File: src/irpc_pkg.sv
// ----------------------------------------------------------------------------
// irpc_pkg
// Shared types, constants and the range lookup for the IR pair conditioner.
// ----------------------------------------------------------------------------
package irpc_pkg;

  localparam int unsigned SampleW   = 12;
  localparam int unsigned MmW       = 7;
  localparam int unsigned OffsetW   = 13;
  localparam int unsigned CfgIdxW   = 2;
  localparam int unsigned CfgDataW  = 13;

  localparam int unsigned TablePoints = 7;
  localparam int unsigned SegW        = 3;
  // largest distance step between neighboring table points
  localparam int unsigned MmStepMax   = 10;
  localparam int unsigned StepW       = 4;

  localparam logic [SampleW-1:0] AdcMax = 12'd4095;

  localparam logic [SampleW-1:0] RearPts [TablePoints] =
    '{12'd159, 12'd206, 12'd251, 12'd784, 12'd1757, 12'd2138, 12'd2398};
  localparam logic [SampleW-1:0] FrontPts [TablePoints] =
    '{12'd175, 12'd253, 12'd996, 12'd1737, 12'd2470, 12'd2758, 12'd2946};
  localparam logic [MmW-1:0] DistPts [TablePoints] =
    '{7'd10, 7'd20, 7'd30, 7'd40, 7'd50, 7'd60, 7'd70};

  localparam logic signed [OffsetW-1:0] RearOffsetRst    = 13'sd0;
  localparam logic [SampleW-1:0]        LostThresholdRst = 12'd3600;
  localparam logic [MmW-1:0]            TooCloseRst      = 7'd30;
  localparam logic [MmW-1:0]            TooFarRst        = 7'd55;

  typedef enum logic [CfgIdxW-1:0] {
    CFG_REAR_OFFSET    = 2'd0,
    CFG_LOST_THRESHOLD = 2'd1,
    CFG_TOO_CLOSE_MM   = 2'd2,
    CFG_TOO_FAR_MM     = 2'd3
  } cfg_idx_e;

  typedef enum logic [1:0] {
    FACE_LOST      = 2'd0,
    FACE_TOO_FAR   = 2'd1,
    FACE_TOO_CLOSE = 2'd2,
    FACE_OK        = 2'd3
  } face_e;

  typedef struct packed {
    logic signed [OffsetW-1:0] rear_offset;
    logic [SampleW-1:0]        lost_threshold;
    logic [MmW-1:0]            too_close_mm;
    logic [MmW-1:0]            too_far_mm;
  } cfg_t;

  // Piecewise-linear conversion; quotient found by comparing d*dm against k*span.
  function automatic logic [MmW-1:0] to_mm(input logic [SampleW-1:0] v,
                                           input logic is_front);
    logic [SegW-1:0]      seg;
    logic [SegW-1:0]      seg_lo;
    logic                 found;
    logic [SampleW-1:0]   lo;
    logic [SampleW-1:0]   hi;
    logic [SampleW-1:0]   span;
    logic [SampleW-1:0]   d;
    logic [MmW-1:0]       mlo;
    logic [MmW-1:0]       mhi;
    logic [MmW-1:0]       dm;
    logic [SampleW+MmW-1:0] num;
    logic [SampleW+MmW-1:0] lim;
    logic [StepW-1:0]     q;
    logic [MmW-1:0]       res;
    seg   = SegW'(TablePoints);
    found = 1'b0;
    for (int i = 0; i < TablePoints; i++) begin
      if (!found && v <= (is_front ? FrontPts[i] : RearPts[i])) begin
        seg   = SegW'(i);
        found = 1'b1;
      end
    end
    seg_lo = seg - SegW'(1);
    lo   = is_front ? FrontPts[seg_lo] : RearPts[seg_lo];
    hi   = is_front ? FrontPts[seg]    : RearPts[seg];
    mlo  = DistPts[seg_lo];
    mhi  = DistPts[seg];
    span = hi - lo;
    d    = v - lo;
    dm   = mhi - mlo;
    num  = (SampleW+MmW)'(d) * (SampleW+MmW)'(dm);
    q    = '0;
    for (int k = 1; k <= MmStepMax; k++) begin
      lim = (SampleW+MmW)'(k) * (SampleW+MmW)'(span);
      if (num >= lim) begin
        q = q + StepW'(1);
      end
    end
    if (seg == '0) begin
      res = DistPts[0];
    end else if (!found) begin
      res = DistPts[TablePoints-1];
    end else if (hi <= lo || mhi < mlo) begin
      res = mlo;
    end else begin
      res = mlo + MmW'(q);
    end
    return res;
  endfunction

endpackage

File: src/irpc_if.sv
// ----------------------------------------------------------------------------
// irpc_if
// Valid/ready channels of the IR pair conditioner: sample pairs, results and
// register writes.
// ----------------------------------------------------------------------------
interface irpc_in_if;
  logic        valid;
  logic        ready;
  logic [11:0] rear_sample;
  logic [11:0] front_sample;

  modport source (output valid, output rear_sample, output front_sample, input ready);
  modport sink   (input valid, input rear_sample, input front_sample, output ready);
endinterface

interface irpc_out_if;
  logic        valid;
  logic        ready;
  logic [11:0] rear_filtered;
  logic [11:0] front_filtered;
  logic [6:0]  rear_distance_mm;
  logic [6:0]  front_distance_mm;
  logic [1:0]  face_state;
  logic        front_miss;
  logic        rear_miss;

  modport source (output valid, output rear_filtered, output front_filtered,
                  output rear_distance_mm, output front_distance_mm,
                  output face_state, output front_miss, output rear_miss,
                  input ready);
  modport sink   (input valid, input rear_filtered, input front_filtered,
                  input rear_distance_mm, input front_distance_mm,
                  input face_state, input front_miss, input rear_miss,
                  output ready);
endinterface

interface irpc_cfg_if;
  logic        valid;
  logic        ready;
  logic [1:0]  index;
  logic [12:0] data;

  modport source (output valid, output index, output data, input ready);
  modport sink   (input valid, input index, input data, output ready);
endinterface

File: src/irpc_filter.sv
// ----------------------------------------------------------------------------
// irpc_filter
// Smoothing filters for both channels; the filter registers also hold the
// transfer for the mapping stage.
// ----------------------------------------------------------------------------
module irpc_filter (
  input  logic         clk_i,
  input  logic         rst_ni,
  irpc_in_if.sink      in_if,
  output logic         smooth_valid_o,
  input  logic         smooth_ready_i,
  output logic [11:0]  rear_smooth_o,
  output logic [11:0]  front_smooth_o
);

  logic        vld_q, vld_d;
  logic        primed_q;
  logic [11:0] rear_q, rear_d;
  logic [11:0] front_q, front_d;
  logic        accept;

  // x/10 for x < 2^16 as (x * 0xCCCD) >> 19
  function automatic logic [11:0] blend(input logic [11:0] old_v, input logic [11:0] raw);
    logic [15:0] sum;
    logic [31:0] prod;
    sum  = ({4'd0, old_v} << 3) - {4'd0, old_v} + ({4'd0, raw} << 1) + {4'd0, raw};
    prod = 32'(sum) * 32'd52429;
    return prod[30:19];
  endfunction

  assign in_if.ready = !vld_q || smooth_ready_i;
  assign accept      = in_if.valid && in_if.ready;

  always_comb begin
    rear_d  = primed_q ? blend(rear_q, in_if.rear_sample)   : in_if.rear_sample;
    front_d = primed_q ? blend(front_q, in_if.front_sample) : in_if.front_sample;
    vld_d   = accept || (vld_q && !smooth_ready_i);
  end

  always_ff @(posedge clk_i or negedge rst_ni) begin
    if (!rst_ni) begin
      vld_q    <= 1'b0;
      primed_q <= 1'b0;
      rear_q   <= '0;
      front_q  <= '0;
    end else begin
      vld_q <= vld_d;
      if (accept) begin
        primed_q <= 1'b1;
        rear_q   <= rear_d;
        front_q  <= front_d;
      end
    end
  end

  assign smooth_valid_o = vld_q;
  assign rear_smooth_o  = rear_q;
  assign front_smooth_o = front_q;

`ifndef SYNTHESIS
  a_primed_before_valid: assert property (@(posedge clk_i) disable iff (!rst_ni)
    vld_q |-> primed_q) else $error("filter output valid before first transfer");

  a_first_loads_raw: assert property (@(posedge clk_i) disable iff (!rst_ni)
    (accept && !primed_q) |=> (rear_q == $past(in_if.rear_sample) &&
                               front_q == $past(in_if.front_sample)))
    else $error("first pair did not load filters directly");
`endif

endmodule

File: src/irpc_map.sv
// ----------------------------------------------------------------------------
// irpc_map
// Rear offset and clamp, millimetre lookup, lost flags and face class, into
// the result register.
// ----------------------------------------------------------------------------
module irpc_map (
  input  logic           clk_i,
  input  logic           rst_ni,
  input  irpc_pkg::cfg_t cfg_i,
  input  logic           smooth_valid_i,
  output logic           smooth_ready_o,
  input  logic [11:0]    rear_smooth_i,
  input  logic [11:0]    front_smooth_i,
  irpc_out_if.source     out_if
);

  logic                vld_q;
  logic                load;
  logic signed [13:0]  adj;
  logic [11:0]         rfilt;
  logic [6:0]          rmm;
  logic [6:0]          fmm;
  logic                flost;
  logic                rlost;
  irpc_pkg::face_e     face;

  logic [11:0]         rfilt_q;
  logic [11:0]         ffilt_q;
  logic [6:0]          rmm_q;
  logic [6:0]          fmm_q;
  irpc_pkg::face_e     face_q;
  logic                flost_q;
  logic                rlost_q;

  assign smooth_ready_o = !vld_q || out_if.ready;
  assign load           = smooth_valid_i && smooth_ready_o;

  always_comb begin
    adj = $signed({2'b00, rear_smooth_i}) + 14'(cfg_i.rear_offset);
    if (adj < 0) begin
      rfilt = '0;
    end else if (adj > $signed({2'b00, irpc_pkg::AdcMax})) begin
      rfilt = irpc_pkg::AdcMax;
    end else begin
      rfilt = adj[11:0];
    end
    rmm   = irpc_pkg::to_mm(rfilt, 1'b0);
    fmm   = irpc_pkg::to_mm(front_smooth_i, 1'b1);
    flost = front_smooth_i >= cfg_i.lost_threshold;
    rlost = rfilt >= cfg_i.lost_threshold;
    if (flost) begin
      face = irpc_pkg::FACE_LOST;
    end else if (fmm > cfg_i.too_far_mm && rmm > cfg_i.too_far_mm) begin
      face = irpc_pkg::FACE_TOO_FAR;
    end else if (fmm < cfg_i.too_close_mm && rmm < cfg_i.too_close_mm) begin
      face = irpc_pkg::FACE_TOO_CLOSE;
    end else begin
      face = irpc_pkg::FACE_OK;
    end
  end

  always_ff @(posedge clk_i or negedge rst_ni) begin
    if (!rst_ni) begin
      vld_q <= 1'b0;
    end else if (smooth_ready_o) begin
      vld_q <= smooth_valid_i;
    end
  end

  always_ff @(posedge clk_i) begin
    if (load) begin
      rfilt_q <= rfilt;
      ffilt_q <= front_smooth_i;
      rmm_q   <= rmm;
      fmm_q   <= fmm;
      face_q  <= face;
      flost_q <= flost;
      rlost_q <= rlost;
    end
  end

  assign out_if.valid             = vld_q;
  assign out_if.rear_filtered     = rfilt_q;
  assign out_if.front_filtered    = ffilt_q;
  assign out_if.rear_distance_mm  = rmm_q;
  assign out_if.front_distance_mm = fmm_q;
  assign out_if.face_state        = face_q;
  assign out_if.front_miss        = flost_q;
  assign out_if.rear_miss         = rlost_q;

`ifndef SYNTHESIS
  a_mm_range: assert property (@(posedge clk_i) disable iff (!rst_ni)
    vld_q |-> (rmm_q >= 7'd10 && rmm_q <= 7'd70 && fmm_q >= 7'd10 && fmm_q <= 7'd70))
    else $error("distance outside table range");

  a_lost_face: assert property (@(posedge clk_i) disable iff (!rst_ni)
    vld_q |-> (flost_q == (face_q == irpc_pkg::FACE_LOST)))
    else $error("face class disagrees with front lost flag");
`endif

endmodule

File: src/ir_pair_range_conditioner.sv
// ----------------------------------------------------------------------------
// ir_pair_range_conditioner
// Smooths rear/front IR readings, maps them to millimetres and classifies
// the face.
// ----------------------------------------------------------------------------
// One sample pair is taken per clock while the result channel is not
// stalled. The pair updates the smoothing filters when it is transferred,
// and the result register loads from the filter registers once it is free,
// so a result passes through the filter registers and then the result
// register before it is offered; back pressure on the result channel holds
// both stages. Registers are written through the configuration channel,
// which is always ready, and take effect on the next pair that the result register loads.
// ----------------------------------------------------------------------------
module ir_pair_range_conditioner (
  input  logic        clk_i,
  input  logic        rst_ni,
  irpc_in_if.sink     in_if,
  irpc_out_if.source  out_if,
  irpc_cfg_if.sink    cfg_if
);

  irpc_pkg::cfg_t cfg_q;
  logic           smooth_valid;
  logic           smooth_ready;
  logic [11:0]    rear_smooth;
  logic [11:0]    front_smooth;

  assign cfg_if.ready = 1'b1;

  always_ff @(posedge clk_i or negedge rst_ni) begin
    if (!rst_ni) begin
      cfg_q.rear_offset    <= irpc_pkg::RearOffsetRst;
      cfg_q.lost_threshold <= irpc_pkg::LostThresholdRst;
      cfg_q.too_close_mm   <= irpc_pkg::TooCloseRst;
      cfg_q.too_far_mm     <= irpc_pkg::TooFarRst;
    end else if (cfg_if.valid) begin
      unique case (irpc_pkg::cfg_idx_e'(cfg_if.index))
        irpc_pkg::CFG_REAR_OFFSET:    cfg_q.rear_offset    <= $signed(cfg_if.data);
        irpc_pkg::CFG_LOST_THRESHOLD: cfg_q.lost_threshold <= cfg_if.data[11:0];
        irpc_pkg::CFG_TOO_CLOSE_MM:   cfg_q.too_close_mm   <= cfg_if.data[6:0];
        irpc_pkg::CFG_TOO_FAR_MM:     cfg_q.too_far_mm     <= cfg_if.data[6:0];
        default: ;
      endcase
    end
  end

  irpc_filter u_filter (
    .clk_i          (clk_i),
    .rst_ni         (rst_ni),
    .in_if          (in_if),
    .smooth_valid_o (smooth_valid),
    .smooth_ready_i (smooth_ready),
    .rear_smooth_o  (rear_smooth),
    .front_smooth_o (front_smooth)
  );

  irpc_map u_map (
    .clk_i          (clk_i),
    .rst_ni         (rst_ni),
    .cfg_i          (cfg_q),
    .smooth_valid_i (smooth_valid),
    .smooth_ready_o (smooth_ready),
    .rear_smooth_i  (rear_smooth),
    .front_smooth_i (front_smooth),
    .out_if         (out_if)
  );

endmodule
File: src/flat_wrapper.sv
// flat-port wrapper written by rule: the top's interface ports become plain ports
module ir_pair_range_conditioner_flat 
  (clk_i, rst_ni, in_if_valid, in_if_rear_sample, in_if_front_sample, in_if_ready, out_if_valid, out_if_rear_filtered, out_if_front_filtered, out_if_rear_distance_mm, out_if_front_distance_mm, out_if_face_state, out_if_front_miss, out_if_rear_miss, out_if_ready, cfg_if_valid, cfg_if_index, cfg_if_data, cfg_if_ready);
  irpc_in_if in_if_i ();
  irpc_out_if out_if_i ();
  irpc_cfg_if cfg_if_i ();
  input  logic clk_i;
  input  logic rst_ni;
  input wire logic [$bits(in_if_i.valid)-1:0] in_if_valid;
  input wire logic [$bits(in_if_i.rear_sample)-1:0] in_if_rear_sample;
  input wire logic [$bits(in_if_i.front_sample)-1:0] in_if_front_sample;
  output wire logic [$bits(in_if_i.ready)-1:0] in_if_ready;
  output wire logic [$bits(out_if_i.valid)-1:0] out_if_valid;
  output wire logic [$bits(out_if_i.rear_filtered)-1:0] out_if_rear_filtered;
  output wire logic [$bits(out_if_i.front_filtered)-1:0] out_if_front_filtered;
  output wire logic [$bits(out_if_i.rear_distance_mm)-1:0] out_if_rear_distance_mm;
  output wire logic [$bits(out_if_i.front_distance_mm)-1:0] out_if_front_distance_mm;
  output wire logic [$bits(out_if_i.face_state)-1:0] out_if_face_state;
  output wire logic [$bits(out_if_i.front_miss)-1:0] out_if_front_miss;
  output wire logic [$bits(out_if_i.rear_miss)-1:0] out_if_rear_miss;
  input wire logic [$bits(out_if_i.ready)-1:0] out_if_ready;
  input wire logic [$bits(cfg_if_i.valid)-1:0] cfg_if_valid;
  input wire logic [$bits(cfg_if_i.index)-1:0] cfg_if_index;
  input wire logic [$bits(cfg_if_i.data)-1:0] cfg_if_data;
  output wire logic [$bits(cfg_if_i.ready)-1:0] cfg_if_ready;
  assign in_if_i.valid = in_if_valid;
  assign in_if_i.rear_sample = in_if_rear_sample;
  assign in_if_i.front_sample = in_if_front_sample;
  assign in_if_ready = in_if_i.ready;
  assign out_if_valid = out_if_i.valid;
  assign out_if_rear_filtered = out_if_i.rear_filtered;
  assign out_if_front_filtered = out_if_i.front_filtered;
  assign out_if_rear_distance_mm = out_if_i.rear_distance_mm;
  assign out_if_front_distance_mm = out_if_i.front_distance_mm;
  assign out_if_face_state = out_if_i.face_state;
  assign out_if_front_miss = out_if_i.front_miss;
  assign out_if_rear_miss = out_if_i.rear_miss;
  assign out_if_i.ready = out_if_ready;
  assign cfg_if_i.valid = cfg_if_valid;
  assign cfg_if_i.index = cfg_if_index;
  assign cfg_if_i.data = cfg_if_data;
  assign cfg_if_ready = cfg_if_i.ready;
  ir_pair_range_conditioner u_core (.clk_i(clk_i), .rst_ni(rst_ni), .in_if(in_if_i), .out_if(out_if_i), .cfg_if(cfg_if_i));
endmodule
File: config.mk
export PLATFORM = sky130hd
export DESIGN_NAME = ir_pair_range_conditioner_flat
export DESIGN_NICKNAME = d
export VERILOG_FILES = /design/src/irpc_pkg.sv /design/src/irpc_if.sv /design/src/irpc_filter.sv /design/src/irpc_map.sv /design/src/ir_pair_range_conditioner.sv /design/src/flat_wrapper.sv
export SDC_FILE = /design/constraint.sdc
export NUM_CORES = 1
export LEC_CHECK = 0
export ABC_AREA = 1
export BUFFER_PORTS_ARGS = -buffer_cell sky130_fd_sc_hd__buf_2
export CORE_ASPECT_RATIO = 0.8
export CORE_UTILIZATION = 43
export DETAILED_ROUTE_END_ITERATION = 12
export HOLD_SLACK_MARGIN = 0.02
export PLACE_DENSITY = 0.58
export SETUP_SLACK_MARGIN = 0.5
export SLEW_MARGIN = 15
export SYNTH_ARGS = -nofsm -noshare
export SYNTH_HDL_FRONTEND = slang
export SYNTH_SLANG_ARGS = --single-unit
File: constraint.sdc
create_clock -name clk_i -period 32.2 [get_ports clk_i]
set_input_delay 4.83 -clock clk_i [delete_from_list [all_inputs] [get_ports clk_i]]
set_output_delay 4.83 -clock clk_i [all_outputs]
set_load 0.01 [all_outputs]
==> flow_summary_export.csv, run 1 <==
group,metric,value,unit
floorplanning,die_area,84990,µm²
sta,worst_slew_pin_slew,1.060,ns
setup_path,timing.critical_path.to_type,"register",
sta,tmin_final,19.00,ns
global_route,first_global_vias,29910,
min_path,hold_class,"register to register",
finish,final_cell_mix,"sky130_fd_sc_hd__inv_1, sky130_fd_sc_hd__ha_1, sky130_fd_sc_hd__nand2_1",
clock_tree,post_cts_setup_repair_buffer_count,0,
sta,totalNegativeSetupSlack,0,ns
clock_tree,clockBufferDepth,2,
sta,achievable-frequency,52.64,MHz
setup_path,worst_path_max_delay_cell,"sky130_fd_sc_hd__a2111oi_0",
synthesis,synthesis.area_per_instance,7.684,µm²
clock_tree,clk-insertion-delay-late,0.37,ns
clock_tree,cts.clk_slew.worst_paths,0.08,ns
synthesis,synthesis.area,36040,µm²
finish,final_common_cell,"sky130_fd_sc_hd__inv_1",
routing,wirelength,101500,µm
clock_tree,cts_tree,"yes",
global_route,grt_use_total,0.2439,
setup_path,worst_ep_arrival_time,19.25,ns
setup_path,path_common_cell,"sky130_fd_sc_hd__nand2_1",
synthesis,yosys_register_bits,108,
sta,finalMaxSlewViolations,0,
synthesis,netlist-cell-type-count,70,
finish,nets,6009,
setup_path,critPathRequiredTime,32.45,ns
sta,unrepaired_setup_endpoints_after_global_routing,"false",
placement,place.gp.congestion,0.9444,
sta,slew_headroom,0.2908,
placement,io_buffers,87,
global_route,grt_max_degree,67,
floorplanning,std_cell_rows,94,
clock_tree,cts_resized,0,
floorplanning,die_x,325.7,µm
sta,final-setup-viol-count,0,
flow_run,drv.max_cap_violation_count,0,
global_route,grt.overflow.total,0,
global_route,initial_antenna_violation_count,4,
clock_tree,clock_sink_count,108,
synthesis,synth_sequential_area_ratio,0.08126,
synthesis,synth_async_sr_flop_share,0.6111,
sta,hold_violations,0,
routing,drt_iter0_markers,2326,
finish,layout-drive-gt1-share,0.05339,
sta,clock_skew,0.01163,ns
routing,detail_route.drc_violations,0,
outcome,outcome,"finished clean",
routing,avgViaCountPerCell,5.168,
routing,detailedRoute.firstPassIterationCount,5,
synthesis,synth-edff-count,42,
synthesis,yosys_most_used_dff,"sky130_fd_sc_hd__dfrtp_1",
finish,layout-area-overhead-vs-synth,5.995,%
setup_path,cp_max_fo,23,
global_route,grt_pass1_wl,165300,µm
sta,timing.final.crit_share,0.5899,
routing,ant_nets,0,
floorplanning,io-pin-count,89,
synthesis,netlist_instances,4691,
finish,nFillCells,8452,
setup_path,slowest_delay,0.64,ns
clock_tree,h-tree-depth,3,
routing,detail_route.wl_per_cell,17.20,µm
floorplanning,die_h,261.0,µm
clock_tree,cts_buffers,9,
synthesis,yosys_warnings,0,
setup_path,crit_path_start_kind,"register",
placement,detailedPlacementHpwl,88110,µm
floorplanning,core,82560,µm²
clock_tree,holdBufCountCts,0,
clock_tree,clock-root-buffer,"sky130_fd_sc_hd__clkbuf_16",
floorplanning,floorplan.initialDensity,0.4365,
setup_path,criticalPathCategory,"register to register",
routing,number_of_vias_in_the_routed_layout,30490,
==> layer usage <==
metal  wire, µm  global-route usage
met2      40250              0.3564
met3       6651             0.04015
met4       1599             0.04369
met1      52950              0.3751
met5          0                   0
==> logic make-up (layout without fill, tap and decap cells) <==
group	count (synthesis)	after routing	share of synthesized area
XOR/XNOR	183	183	0.04488
multiplexers	2	2	0.0006248
other	2	10	0.0002084
AO/OA/AOI/OAI	707	707	0.1120
flip-flops	108	108	0.08126
adder cells (fa/ha/maj)	1175	1175	0.4729
buffers and inverters	971	1068	0.1023
AND/OR/NAND/NOR	1543	1543	0.1858
==> state kept, by name (all words and copies together) (netlist names) <==
name and count:
u_core.cfg_q 39, u_core.u_filter.front_smooth_o 12, u_core.u_filter.rear_smooth_o 12, u_core.u_map.out_if.front_filtered 12, u_core.u_map.out_if.rear_filtered 12, u_core.u_map.out_if.front_distance_mm 7
u_core.u_map.out_if.rear_distance_mm 7, u_core.u_map.out_if.face_state 2, u_core.u_filter.primed_q 1, u_core.u_filter.smooth_valid_o 1, u_core.u_map.out_if.front_miss 1, u_core.u_map.out_if.rear_miss 1
u_core.u_map.out_if.valid 1
==> critical path: cells and delay by family, from the launching register on <==
kind,cells,cell delay (ns)
simple gates,37,5.79
compound gates,18,3.24
mux,1,0.27
buf+inv,15,2.06
fa+ha+maj,18,5.96
flops,1,0.42
xor+xnor,4,1.09
==> through the flow <==
step                hold slack (ns)  setup slack [ns]    util  cell area, µm²  cells
finish                       0.4887             13.20  0.4627           38200   5900
global route                 0.5101             11.80  0.4627           38200   5899
CTS                          0.4918             13.39  0.4627           38200   5899
detailed placement           0.4736             13.48  0.4593           37920   5883
global placement             0.4650             13.51  0.4593           37920   5883
floorplan                    0.4471             16.56       -           36070   4698
==> cell usage after synthesis (all sizes together), types with 3 or more instances <==
cell	count	area share
nand2	873	0.094
edfxtp	42	0.035
or2	30	0.0052
a31o	3	0.00073
dfrtp	53	0.037
nor2	307	0.033
o31ai	4	0.00083
o211ai	20	0.0042
fa	312	0.17
inv	937	0.098
xor2	120	0.030
o22ai	5	0.00087
a221oi	7	0.0017
o2111ai	4	0.00097
nor4	12	0.0021
dfstp	13	0.0095
clkinv	7	0.00073
a21oi	326	0.046
a211oi	16	0.0033
nand3	185	0.027
a21o	25	0.0052
o21bai	41	0.0087
buf	8	0.0019
clkbuf	19	0.0020
a31oi	14	0.0024
and2	8	0.0014
ha	863	0.30
nand4	71	0.013
a21boi	5	0.0010
and3	5	0.00087
o21ai	208	0.029
nor3	33	0.0050
o21a	10	0.0021
nand3b	17	0.0035
xnor2	63	0.015
o221ai	8	0.0019
==> path summary, 6_finish.rpt <==
path                                                                     from                                         endpoint  slack (ns)  depth (start not counted)
worst max-delay path            u_core.u_filter.rear_smooth_o[10]$_DFFE_PN0P_  u_core.u_map.out_if.face_state[0]$_SDFFCE_PP0P_       13.20                         93
worst min-delay path                             u_core.cfg_q[16]$_DFFE_PN0P_                     u_core.cfg_q[16]$_DFFE_PN0P_        0.49                          2
worst max register to register  u_core.u_filter.rear_smooth_o[10]$_DFFE_PN0P_  u_core.u_map.out_if.face_state[0]$_SDFFCE_PP0P_       13.20                         93
worst min register to register                   u_core.cfg_q[16]$_DFFE_PN0P_                     u_core.cfg_q[16]$_DFFE_PN0P_        0.49                          2
max in group asynchronous                                              rst_ni    u_core.u_filter.front_smooth_o[0]$_DFFE_PN0P_       27.00                          1
min in group asynchronous                                              rst_ni                     u_core.cfg_q[38]$_DFFE_PN0P_        4.55                          1
==> layout make-up <==
class / count / area (µm²) / share of cell area
Sequential cell: 108 / 2929 / 0.07667
Clock inverter: 7 / 58.81 / 0.001539
Tap cell: 1104 / 1381 / 0.03616
Timing Repair Buffer: 108 / 595.6 / 0.01559
Clock buffer: 9 / 225.2 / 0.005895
Multi-Input combinational cell: 3619 / 29460 / 0.7712
Antenna cell: 1 / 2.502 / 0.00006550
Inverter: 944 / 3548 / 0.09288
Power of run 1 is not shown: default switching activity piles up to over one toggle a cycle in this logic, so the estimate is an artifact.
==> run 2, diff against run 1 <==
--- a/config.mk
+++ b/config.mk
@@ -5,13 +5,13 @@
 export SDC_FILE = /design/constraint.sdc
 export NUM_CORES = 1
 export LEC_CHECK = 0
-export ABC_AREA = 1
+export ABC_AREA = 0
 export BUFFER_PORTS_ARGS = -buffer_cell sky130_fd_sc_hd__buf_2
 export CORE_ASPECT_RATIO = 0.8
 export CORE_UTILIZATION = 43
 export DETAILED_ROUTE_END_ITERATION = 12
 export HOLD_SLACK_MARGIN = 0.02
-export PLACE_DENSITY = 0.58
+export PLACE_DENSITY = 0.61
 export SETUP_SLACK_MARGIN = 0.5
 export SLEW_MARGIN = 15
 export SYNTH_ARGS = -nofsm -noshare
==> constraint.sdc (replaced) <==
create_clock -name clk_i -period 15.4 [get_ports clk_i]
set_input_delay 2.31 -clock clk_i [delete_from_list [all_inputs] [get_ports clk_i]]
set_output_delay 2.31 -clock clk_i [all_outputs]
set_load 0.01 [all_outputs]
==> run 2 against run 1 <==
Net effect: the run now ends with setup timing left; clock skew up 0.0095 ns; setup slack worse by 14 ns; die area about the same; synthesized cell count down 14%; count of clock-buffer cells in the layout unchanged; critical endpoint unchanged.
==> flow_summary_export.csv, run 2 <==
group,metric,value,unit
routing,ant_nets,0,
sta,hold_violations,0,
sta,unrepaired_setup_endpoints_after_global_routing,"true",
clock_tree,clock-root-buffer,"sky130_fd_sc_hd__clkbuf_16",
min_path,hold_class,"register to register",
global_route,grt_pass1_wl,166000,µm
routing,wirelength,104300,µm
finish,nets,5932,
outcome,violated_checks,"setup timing",
outcome,outcome,"finished with violations",
finish,nFillCells,7686,
clock_tree,cts_buffers,9,
floorplanning,core,82560,µm²
setup_path,slowest_delay,0.55,ns
clock_tree,h-tree-depth,3,
finish,final_cell_mix,"sky130_fd_sc_hd__ha_1, sky130_fd_sc_hd__buf_4, sky130_fd_sc_hd__inv_1",
synthesis,synth_sequential_area_ratio,0.08128,
routing,detail_route.wl_per_cell,17.91,µm
synthesis,yosys_most_used_dff,"sky130_fd_sc_hd__dfrtp_1",
clock_tree,clockBufferDepth,2,
synthesis,synth_top_cell_area_share,0.2996,
placement,pre_cts_slack,-0.9872,ns
finish,layout-drive-gt1-share,0.2291,
clock_tree,cts_tree,"yes",
sta,clock_skew,0.02114,ns
sta,totalNegativeSetupSlack,-1.113,ns
sta,worst_slew_pin_slew,1.223,ns
setup_path,cp_max_fo,13,
sta,slew_headroom,0.1846,
global_route,initial_antenna_violation_count,11,
routing,avgViaCountPerCell,5.343,
synthesis,netlist_instances,4046,
floorplanning,die_area,84970,µm²
placement,io_buffers,87,
synthesis,synthesis.area,36040,µm²
clock_tree,clock_sink_count,108,
synthesis,netlist.top_cell.by_area,"sky130_fd_sc_hd__ha_1",
setup_path,cpLargestDelayFamily,"adder cells",
finish,final_common_cell,"sky130_fd_sc_hd__ha_1",
clock_tree,clk-insertion-delay-late,0.39,ns
sta,final-setup-viol-count,2,
routing,detail_route.drc_violations,0,
finish,final_core_utilization,0.5359,
placement,detailedPlacementHpwl,89740,µm
routing,number_of_vias_in_the_routed_layout,31120,
setup_path,worst_path_bufs_invs,10,
finish,finalNonFillerCells,5825,
global_route,first_global_vias,30680,
global_route,grt_max_degree,67,
floorplanning,die_x,325.7,µm
finish,largest_register_ffs,39,
synthesis,yosys_register_bits,108,
placement,place.gp.congestion,0.9715,
floorplanning,std_cell_rows,94,
setup_path,critPathRequiredTime,15.65,ns
flow_run,drv.max_cap_violation_count,0,
finish,layout-area-overhead-vs-synth,22.78,%
global_route,grt_use_total,0.2451,
sta,timing.final.crit_share,1.038,
sta,finalMaxSlewViolations,0,
floorplanning,io-pin-count,89,
setup_path,worst_path_max_delay_cell,"sky130_fd_sc_hd__fa_1",
sta,tmin_final,15.98,ns
sta,achievable-frequency,62.57,MHz
synthesis,post_synth_most_frequent_cells,"sky130_fd_sc_hd__ha_1, sky130_fd_sc_hd__inv_1, sky130_fd_sc_hd__fa_1",
synthesis,synth_async_sr_flop_share,0.6111,
synthesis,yosys_warnings,0,
global_route,grt.overflow.total,0,
sta,postLayoutSetupSlackWorst,-0.5821,ns
synthesis,netlist-cell-type-count,125,
clock_tree,holdBufCountCts,0,
synthesis,synth-edff-count,42,
setup_path,worst_ep_arrival_time,16.23,ns
floorplanning,floorplan.initialDensity,0.4365,
setup_path,crit_path_start_kind,"register",
placement,dp.cells,5760,
synthesis,yosys-top-cells-area,"sky130_fd_sc_hd__ha_1, sky130_fd_sc_hd__fa_1, sky130_fd_sc_hd__inv_1, sky130_fd_sc_hd__dfrtp_1, sky130_fd_sc_hd__edfxtp_1",
finish,largest-register,"u_core.cfg_q",
routing,detailedRoute.firstPassIterationCount,6,
setup_path,criticalPathCategory,"register to register",
synthesis,synthesis.area_per_instance,8.907,µm²
routing,drt_iter0_markers,1759,
setup_path,timing.critical_path.to_type,"register",
clock_tree,cts.clk_slew.worst_paths,0.10,ns
synthesis,most_frequent_cell_after_synthesis,"sky130_fd_sc_hd__ha_1",
setup_path,path_common_cell,"sky130_fd_sc_hd__ha_4",
floorplanning,die_h,260.9,µm
==> run 2: cell types whose count changed after synthesis, sizes merged, moves of 63 or more <==
| cell | change |
|---|---|
| nor2 | -97 |
| a21oi | -86 |
| inv | -329 |
| nand2 | -658 |
| a21o | +94 |
| xnor2 | +81 |
| nand3 | -117 |
| nor2b | +63 |
==> run 2: timing repair <==
item,4_1_cts,5_1_grt
resized for setup,69,133
pin swaps,39,91
setup endpoints to repair,6,14
buffers inserted,21,25
endpoints found under the hold margin,0,0
==> run 2: logic make-up (layout without fill, tap and decap cells) <==
family | count (synthesis) | after routing | share of synthesized area
simple gates | 890 | 890 | 0.1250
flops | 108 | 108 | 0.08128
compound gates | 884 | 884 | 0.1636
mux | 83 | 83 | 0.02486
fa+ha+maj | 1176 | 1176 | 0.4733
xor+xnor | 235 | 235 | 0.06087
other cells | 2 | 12 | 0.0002084
buf+inv | 668 | 1333 | 0.07094
==> run 2: final cells by class <==
type | instances | area (µm²) | area share
Antenna cell | 3 | 7.507 | 0.0001697
Tap cell | 1104 | 1381 | 0.03122
Sequential cell | 108 | 2933 | 0.06629
Inverter | 611 | 2303 | 0.05206
Clock buffer | 9 | 225.2 | 0.005090
Timing Repair Buffer | 706 | 5142 | 0.1162
Multi-Input combinational cell | 3277 | 32160 | 0.7269
Clock inverter | 7 | 91.34 | 0.002064
==> run 2: final timing paths <==
check	from	cells past startpoint	end	slack, ns
max	u_core.u_filter.rear_smooth_o[1]$_DFFE_PN0P_	84	u_core.u_map.out_if.face_state[0]$_SDFFCE_PP0P_	-0.58
min	u_core.u_filter.smooth_valid_o$_DFF_PN0_	1	u_core.u_map.out_if.valid$_DFFE_PN0P_	0.50
max reg2reg	u_core.u_filter.rear_smooth_o[1]$_DFFE_PN0P_	84	u_core.u_map.out_if.face_state[0]$_SDFFCE_PP0P_	-0.58
min reg2reg	u_core.u_filter.smooth_valid_o$_DFF_PN0_	1	u_core.u_map.out_if.valid$_DFFE_PN0P_	0.50
max in group asynchronous	rst_ni	1	u_core.u_filter.front_smooth_o[4]$_DFFE_PN0P_	12.70
min in group asynchronous	rst_ni	1	u_core.u_map.out_if.valid$_DFFE_PN0P_	2.02
==> run 2: per-layer routing <==
| metal | GRT usage | vias to the layer above | share of wire |
|---|---|---|---|
| met3 | 0.05640 | 79 | 0.073 |
| li1 | - | 15490 | - |
| met2 | 0.3672 | 668 | 0.41 |
| met1 | 0.3627 | 14880 | 0.50 |
| met5 | 0 | - | 0 |
| met4 | 0.03495 | 0 | 0.012 |
==> run 2: per-stage QoR <==
step / cell area, µm² / hold WS (ns)
6_report: 44240 / 0.4992
5_1_grt: 44240 / 0.5242
4_1_cts: 43360 / 0.4996
3_5_place_dp: 42550 / 0.4841
3_3_place_gp: 42550 / 0.4742
2_1_floorplan: 36690 / 0.4490
Power of run 2 is left out for the same reason.
